<file path="src/design/assert_macros.svh">
`ifndef ASSERT_MACROS_SVH
`define ASSERT_MACROS_SVH

// property holds at every clock edge out of reset
`define CTB_ASSERT(lbl, prop, msg) \
	lbl: assert property (@(posedge clk) disable iff (!arst_n) (prop)) else $error(msg);

// consequent holds in the cycle after the antecedent
`define CTB_ASSERT_NEXT(lbl, ante, cons, msg) \
	lbl: assert property (@(posedge clk) disable iff (!arst_n) (ante) |=> (cons)) else $error(msg);

`endif

</file>
<file path="src/design/ctb_pkg.sv">
package ctb_pkg;

	localparam int MAX_RECORDS = 1024;
	localparam int MAX_CATS    = 64;

	localparam int RA_W = $clog2(MAX_RECORDS);
	localparam int RT_W = RA_W + 1;
	localparam int CI_W = $clog2(MAX_CATS);
	localparam int CL_W = CI_W + 1;
	localparam int GA_W = 2 * CI_W;
	localparam int GRID_DEPTH = MAX_CATS * MAX_CATS;

	localparam int CAT_W   = 32;
	localparam int TALLY_W = 40;
	localparam int AREA_W  = 64;
	localparam int REC_W   = 2 * CAT_W + TALLY_W + AREA_W;
	localparam int CELL_W  = TALLY_W + AREA_W;

	localparam logic [1:0] REQ_LOAD  = 2'd0;
	localparam logic [1:0] REQ_BUILD = 2'd1;
	localparam logic [1:0] REQ_READ  = 2'd2;
	localparam logic [1:0] REQ_CLEAR = 2'd3;

	localparam logic [2:0] ST_OK        = 3'd0;
	localparam logic [2:0] ST_FULL      = 3'd1;
	localparam logic [2:0] ST_TOO_MANY  = 3'd2;
	localparam logic [2:0] ST_RANGE     = 3'd3;
	localparam logic [2:0] ST_NOT_BUILT = 3'd4;

	typedef struct packed {
		logic full;
		logic built;
		logic range_bad;
		logic total_zero;
		logic scan_last;
		logic sweep_last;
		logic found_any;
		logic overflow;
		logic out_free;
	} ctb_sts_t;

	typedef struct packed {
		logic       rec_load;
		logic       clr_all;
		logic       build_init;
		logic       pass_init;
		logic       scan_step;
		logic       pass_close;
		logic       fail;
		logic       sweep_init;
		logic       sweep_step;
		logic       fill_step;
		logic       finish;
		logic       read_issue;
		logic       out_load;
		logic       out_is_read;
		logic [2:0] out_status;
	} ctb_cmd_t;

endpackage

</file>
<file path="src/design/ctb_ctrl.sv">
module ctb_ctrl import ctb_pkg::*; (
	input  logic       clk,
	input  logic       arst_n,
	input  logic       in_valid,
	output logic       in_stall,
	input  logic [1:0] req_type,
	input  ctb_sts_t   sts,
	output ctb_cmd_t   cmd
);

	localparam logic [3:0] S_IDLE       = 4'd0;
	localparam logic [3:0] S_PASS_START = 4'd1;
	localparam logic [3:0] S_SCAN       = 4'd2;
	localparam logic [3:0] S_PASS_DRAIN = 4'd3;
	localparam logic [3:0] S_PASS_END   = 4'd4;
	localparam logic [3:0] S_SWEEP      = 4'd5;
	localparam logic [3:0] S_FILL       = 4'd6;
	localparam logic [3:0] S_FILL_D1    = 4'd7;
	localparam logic [3:0] S_FILL_D2    = 4'd8;
	localparam logic [3:0] S_FINISH     = 4'd9;
	localparam logic [3:0] S_RESP       = 4'd10;

	logic [3:0] state_q, state_d;
	logic [2:0] st_q, st_d;
	logic       rd_q, rd_d;

	assign in_stall = (state_q != S_IDLE);

	always_comb begin
		cmd     = '0;
		state_d = state_q;
		st_d    = st_q;
		rd_d    = rd_q;
		case (state_q)
			S_IDLE: begin
				if (in_valid) begin
					rd_d    = 1'b0;
					st_d    = ST_OK;
					state_d = S_RESP;
					case (req_type)
						REQ_LOAD: begin
							cmd.rec_load = !sts.full;
							st_d = sts.full ? ST_FULL : ST_OK;
						end
						REQ_BUILD: begin
							cmd.build_init = 1'b1;
							state_d = S_PASS_START;
						end
						REQ_READ: begin
							cmd.read_issue = 1'b1;
							rd_d = 1'b1;
							if (!sts.built) begin
								st_d = ST_NOT_BUILT;
							end else if (sts.range_bad) begin
								st_d = ST_RANGE;
							end
						end
						REQ_CLEAR: begin
							cmd.clr_all = 1'b1;
						end
						default: begin
							cmd.clr_all = 1'b1;
						end
					endcase
				end
			end
			S_PASS_START: begin
				cmd.pass_init = 1'b1;
				state_d = sts.total_zero ? S_PASS_DRAIN : S_SCAN;
			end
			S_SCAN: begin
				cmd.scan_step = 1'b1;
				if (sts.scan_last) begin
					state_d = S_PASS_DRAIN;
				end
			end
			S_PASS_DRAIN: begin
				state_d = S_PASS_END;
			end
			S_PASS_END: begin
				if (sts.overflow) begin
					cmd.fail = 1'b1;
					st_d     = ST_TOO_MANY;
					state_d  = S_RESP;
				end else if (sts.found_any) begin
					cmd.pass_close = 1'b1;
					state_d = S_PASS_START;
				end else begin
					cmd.sweep_init = 1'b1;
					state_d = S_SWEEP;
				end
			end
			S_SWEEP: begin
				cmd.sweep_step = 1'b1;
				if (sts.sweep_last) begin
					state_d = sts.total_zero ? S_FINISH : S_FILL;
				end
			end
			S_FILL: begin
				cmd.fill_step = 1'b1;
				if (sts.scan_last) begin
					state_d = S_FILL_D1;
				end
			end
			S_FILL_D1: begin
				state_d = S_FILL_D2;
			end
			S_FILL_D2: begin
				state_d = S_FINISH;
			end
			S_FINISH: begin
				cmd.finish = 1'b1;
				st_d    = ST_OK;
				state_d = S_RESP;
			end
			S_RESP: begin
				if (sts.out_free) begin
					cmd.out_load    = 1'b1;
					cmd.out_status  = st_q;
					cmd.out_is_read = rd_q;
					state_d = S_IDLE;
				end
			end
			default: begin
				state_d = S_IDLE;
			end
		endcase
	end

	always_ff @(posedge clk or negedge arst_n) begin
		if (!arst_n) begin
			state_q <= S_IDLE;
			st_q    <= ST_OK;
			rd_q    <= 1'b0;
		end else begin
			state_q <= state_d;
			st_q    <= st_d;
			rd_q    <= rd_d;
		end
	end

endmodule

</file>
<file path="config.mk">
export PLATFORM = sky130hd
export DESIGN_NAME = ctb_ctrl
export DESIGN_NICKNAME = d
export VERILOG_FILES = /design/src/design/assert_macros.svh /design/src/design/ctb_pkg.sv /design/src/design/ctb_ctrl.sv
export SDC_FILE = /design/constraint.sdc
export NUM_CORES = 1
export LEC_CHECK = 0
export CAP_MARGIN = 5
export CORE_MARGIN = 1
export CORE_UTILIZATION = 57
export DETAILED_ROUTE_END_ITERATION = 6
export DONT_BUFFER_PORTS = 1
export GPL_TIMING_DRIVEN = 0
export PLACE_DENSITY = 0.72
export RECOVER_POWER = 25
export REMOVE_ABC_BUFFERS = 1
export SLEW_MARGIN = 10
export SYNTH_ARGS = -nofsm -noshare
export SYNTH_HDL_FRONTEND = slang
export SYNTH_SLANG_ARGS = --single-unit
</file>
<file path="constraint.sdc">
create_clock -name clk -period 2.1 [get_ports clk]
set_clock_uncertainty 0.05 [all_clocks]
set_input_delay 0.63 -clock clk [delete_from_list [all_inputs] [get_ports clk]]
set_output_delay 0.63 -clock clk [all_outputs]
set_load 0.02 [all_outputs]
</file>
==> results.yml, run 1 <==
setup_path:
  reg2reg_slack_ns: 0.20
  r2r_end: "st_q[0]$_DFFE_PN0P_"
  reg2regPathDepth: 6
  arrival_ns: 1.42
  required_ns: 1.42
  critical_path_peak_fanout: 6
  critPathBufInv: 1
  r2r_start: "state_q[3]$_DFFE_PN0P_"
  slowest_delay_ns: 0.46
  cp-startpoint: "state_q[1]$_DFFE_PN0P_"
  cp_cell_sequence: "nor2_4, nand3_4, inv_1, and3_2"
  critPathLaunchType: "register"
  end_kind: "output port"
  path_delay_family: "simple AND/OR/NAND/NOR gates"
  crit_type: "register to output port"
  crit_slowest_cell: "dfrtp_2"
  crit_cells: 4
placement:
  globalplace.congestion: 0.7556
  place_worst_setup_slack_ns: -0.4544
  place_hpwl_mm: 1.162
  port_buffers: 0
sta:
  finalSetupViolCount: 1
  tns_ns: -0.0006152
  slew_viol_final: 0
  post-route-period-util_pct: 100.0
  relSlewSlack_pct: 71.42
  holdWs_ns: 0.03041
  worst_pin_slew_ns: 0.4269
  grt_setup_unrepaired: "yes"
  fmaxAchievable_mhz: 476.1
  hold_violations: 0
  setup_ws_ns: -0.0006152
  min_period_ns: 2.101
cells_and_area:
  num-nets-final: 124
  syn2layout_area_growth_pct: 35.53
  drive_above_1_share_pct: 49.07
  num_antenna_cells: 0
  final_core_util_pct: 82.88
status:
  failed_checks: "negative setup slack"
  status: "finished, violations left"
synthesis:
  yosysTopAreaCell: "dfrtp_1"
  synth_commonest_cells: "10 x nor2_1, 8 x dfrtp_1, 6 x nor3_1, 5 x nand2b_1"
  seq_area_frac_synth_pct: 25.16
  synth_top_cell_area_share_pct: 25.16
  yosys_warnings: 0
  synthArstFlopShare_pct: 100.0
  synth_cell_types: 44
  ys.flop_type: "dfrtp_1"
  synth-seq-cells: 8
  yosysMostFrequentCell: "nor2_1"
  avgSynthCellArea_um2: 8.289
  synthTopCellsByArea: "dfrtp_1 25%, nor2_1 4.7%, mux2_2 4.2%, nand2b_1 3.9%, nor3_1 3.8%"
  netlist_area_um2: 795.8
  netlist_instances: 96
  synth_edf_count: 0
clock_tree:
  clock-sinks: 8
  insertion_delay_ns: 0.24
  tritoncts: "done"
  cts_root_buffer: "clkbuf_4"
  cts_made_buffers: 3
  clk_path_buf_depth: 2
  h-tree-depth: 1
  clkTransAtPathRegs_ns: 0.05
global_routing:
  grt_antenna_before_repair: 0
  grt_max_degree: 13
  grt_util_all_layers_pct: 29.88
  overflow: 0
  grt_first_pass_wirelength_mm: 2.946
  grt_pass1_vias: 640
drt:
  wl_per_cell_um: 20.34
  vias: 843
  post_drt_via_cell_ratio: 6.854
  wirelength_mm: 2.502
  final_antenna_net_count: 0
  drt_first_iter_violations: 23
  route.detailed.drc: 0
  dr.pass1.iters: 4
job:
  maxCapViolCount: 0
floorplan:
  start_util_pct: 61.15
  chipWidth_um: 39.37
  coreArea_mm2: 0.001301
  pin_count: 32
  dieArea_mm2: 0.001550
  fp-row-count: 13
  die_y_um: 39.37
power_and_ir_drop:
  power_leakage_nw: 0.4612
  p_per_area_mw_per_mm2: 1342
  ir_worst_vdd_mv: 0.6548
worst_hold_path:
  hold_class: "input port to async pin"
[repair_timing]
| item | in CTS | in global routing |
|---|---|---|
| endpoints found under the hold margin | 0 | 4 |
| pin swaps | 2 | 7 |
| setup endpoints to repair | 17 | 13 |
| gates resized for setup | 33 | 10 |
| setup buffers | 9 | 7 |
| hold buffers | 0 | 1 |
[layer usage]
metal | GRT usage, % | vias up | wire length (um)
li1 | - | 376 | -
met1 | 35.07 | 423 | 958
met2 | 52.92 | 42 | 1339
met3 | 6.250 | 2 | 194
met4 | 10.34 | 0 | 9
met5 | 0 | - | 0
[placed cells by master, fill, tap and decap left out, types with 3 or more instances in the layout]
cell / Yosys / routed
clkbuf_4: 0 / 3
dfrtp_2: 0 / 3
nor3_1: 6 / 4
buf_4: 2 / 11
nand2_1: 3 / 3
buf_2: 4 / 3
nand2b_1: 5 / 4
mux2_2: 3 / 3
and2_4: 0 / 4
nor2_1: 10 / 6
a21oi_1: 4 / 4
o21ai_0: 4 / 4
dfrtp_1: 8 / 4
[sequential cells by signal (all words and copies together), names as in the netlist]
name	flops
rd_q	1
st_q	3
state_q	4
[where the power goes]
part	leakage (nW)	internal (mW)	total (mW)	switching, mW
clock network	0.0138	0.0654	0.120	0.0543
logic	0.349	0.451	0.991	0.541
registers	0.0988	0.228	0.336	0.108
[logic make-up (layout without fill, tap and decap cells)]
kind of cell,Yosys count,after routing,synth area share (%)
AOI/OAI and AO/OA,26,26,24.06
buffers and inverters,10,22,7.232
DFF,8,8,25.16
muxes,4,4,6.131
and+or+nand+nor,48,48,37.42
[worst register-to-register path: stages, from the launching register on]
cell	delay (ns)
dfrtp_2	0.47
buf_2	0.19
buf_2	0.19
or3b_1	0.40
a21oi_2	0.16
nor3_1	0.07
mux2_4	0.27
[stage by stage]
stage | total power, mW | area, um^2 | std cells
after CTS | 1.247 | 978.4 | 115
after floorplan | 0.8124 | 745.7 | 88
after detailed placement | 0.9203 | 764.5 | 103
final | 1.447 | 1079 | 123
after global routing | 1.530 | 1079 | 123
after global placement | 0.9046 | 764.5 | 103
[worst max-delay path by stage]
| stage | to |
|---|---|
| final | cmd[15] |
| after floorplan | cmd[10] |
| after CTS | cmd[15] |
| after global placement | cmd[10] |
| after detailed placement | cmd[10] |
| after global routing | cmd[15] |
[area by class of cell]
type	count	area (um^2)
clock buffers	3	22.52
fillers	73	222.7
inverters	2	7.507
multi-input cells	78	690.7
flip-flops and latches	8	207.7
well taps	15	18.77
repair buffers	17	131.4
Power figures use the tool's default switching activity.
==> run 2, diff against run 1 <==
--- a/config.mk
+++ b/config.mk
@@ -11,6 +11,7 @@
 export DETAILED_ROUTE_END_ITERATION = 6
 export DONT_BUFFER_PORTS = 1
 export GPL_TIMING_DRIVEN = 0
+export HOLD_SLACK_MARGIN = 0.06
 export PLACE_DENSITY = 0.72
 export RECOVER_POWER = 25
 export REMOVE_ABC_BUFFERS = 1
==> results.yml, run 2 (same netlist as run 1, synthesis figures left out) <==
global_routing:
  overflow: 0
  grt_first_pass_wirelength_mm: 2.904
  grt_pass1_vias: 642
  grt_util_all_layers_pct: 29.29
  busiest_layer: "met2"
  grt_antenna_before_repair: 0
  gr-usage-met1_pct: 33.68
  grt_max_degree: 13
  gr-usage-met3_pct: 6.250
  met2_usage_pct: 52.50
floorplan:
  fp-row-count: 13
  die_y_um: 39.37
  start_util_pct: 61.15
  dieArea_mm2: 0.001550
  chipWidth_um: 39.37
  pin_count: 32
  coreArea_mm2: 0.001301
setup_path:
  critPathLaunchType: "register"
  reg2reg_slack_ns: 0.19
  crit_type: "register to output port"
  arrival_ns: 1.42
  required_ns: 1.42
  end_kind: "output port"
  critical_path_peak_fanout: 8
sta:
  min_period_ns: 2.103
  holdWs_ns: 0.4328
  relSlewSlack_pct: 70.34
  slew_viol_final: 0
  hold_violations: 0
  worst_pin_slew_ns: 0.4441
  finalSetupViolCount: 1
  grt_setup_unrepaired: "yes"
  post-route-period-util_pct: 100.1
  setup_ws_ns: -0.002577
  fmaxAchievable_mhz: 475.6
placement:
  port_buffers: 0
  dp_cells: 103
  place_hpwl_mm: 1.162
  globalplace.congestion: 0.7556
clock_tree:
  insertion_delay_ns: 0.24
  h-tree-depth: 1
  cts_root_buffer: "clkbuf_4"
  tritoncts: "done"
  cts_made_buffers: 3
  clk_path_buf_depth: 2
  clkTransAtPathRegs_ns: 0.06
  clock-sinks: 8
drt:
  post_drt_via_cell_ratio: 6.886
  dr.pass1.iters: 4
  drt_first_iter_violations: 37
  final_antenna_net_count: 0
  route.detailed.drc: 0
  wirelength_mm: 2.443
  wl_per_cell_um: 19.86
  vias: 847
cells_and_area:
  layout_common_cells: "11 x buf_4, 6 x nor2_1"
  fill_cells: 75
  final_cell_count_no_fill: 123
  top_register: "state_q"
  ff_latch_area_um2: 207.7
  num_antenna_cells: 0
  final_common_cell: "buf_4"
  largest_reg_flops: 4
  num-nets-final: 124
  multi_input_area_um2: 694.4
  syn2layout_area_growth_pct: 36.01
  top_regs: "state_q: 4 flops, st_q: 3 flops, rd_q: 1 flops"
  drive_above_1_share_pct: 49.07
power_and_ir_drop:
  ir_worst_vdd_mv: 0.6665
  power_leakage_nw: 0.4597
  p_per_area_mw_per_mm2: 1337
status:
  status: "finished, violations left"
  failed_checks: "negative setup slack"
worst_hold_path:
  hold_class: "register to register"
job:
  maxCapViolCount: 0
## run 2: per-layer routing
metal | part of all wire, % | routed length, um
met1 | 40 | 965
met2 | 52 | 1261
met3 | 8.4 | 206
met4 | 0.37 | 9
met5 | 0 | 0
## run 2: per-stage QoR
| step | setup slack [ns] | area [um^2] | util (%) | total power, mW | TNS, ns |
|---|---|---|---|---|---|
| after floorplan | -0.2407 | 745.7 | - | 0.8124 | -0.6606 |
| after global routing | -0.04883 | 1082 | 83.17 | 1.529 | -0.1810 |
| after detailed placement | -0.4544 | 764.5 | 58.75 | 0.9203 | -2.526 |
| after CTS | 0.003728 | 988.4 | 75.96 | 1.251 | 0 |
| after global placement | -0.4305 | 764.5 | 58.75 | 0.9046 | -2.404 |
| final | -0.002577 | 1082 | 83.17 | 1.447 | -0.002577 |
## run 2: worst paths after layout
check | depth (start not counted) | to | startpoint
max | 3 | cmd[10] | state_q[2]$_DFFE_PN0P_
min | 1 | rd_q$_DFFE_PN0P_ | rd_q$_DFFE_PN0P_
max reg2reg | 6 | st_q[0]$_DFFE_PN0P_ | state_q[3]$_DFFE_PN0P_
min reg2reg | 1 | rd_q$_DFFE_PN0P_ | rd_q$_DFFE_PN0P_
max in group asynchronous | 1 | state_q[2]$_DFFE_PN0P_ | arst_n
min in group asynchronous | 1 | rd_q$_DFFE_PN0P_ | arst_n
## run 2: power by group
group          leakage (nW)  internal, mW  switching, mW
Sequential           0.0988         0.228          0.110
Combinational         0.347         0.452          0.544
Clock                0.0138        0.0652         0.0487
Total                 0.460         0.745          0.703
## run 2: cell type report
type                       instances  share of cell area (%)
multi-input combinational         78                   64.16
sequential                         8                   19.19
timing repair buffer              17                   12.14
clock buffer                       3                   2.081
tap                               15                   1.734
inverter                           2                  0.6936
## run 2: worst max-delay path: stages, from the launching register on
cell	delay, ns
dfrtp_4	0.50
buf_6	0.13
nand2b_4	0.10
nor4b_4	0.45
## run 2: timing repair
action,4_1_cts,5_1_grt
setup buffers,9,7
hold buffers,1,0
hold endpoints to repair,8,0
endpoints found under the setup margin,17,13
gates cloned,0,0
pin swaps,2,7
gates resized for setup,33,11
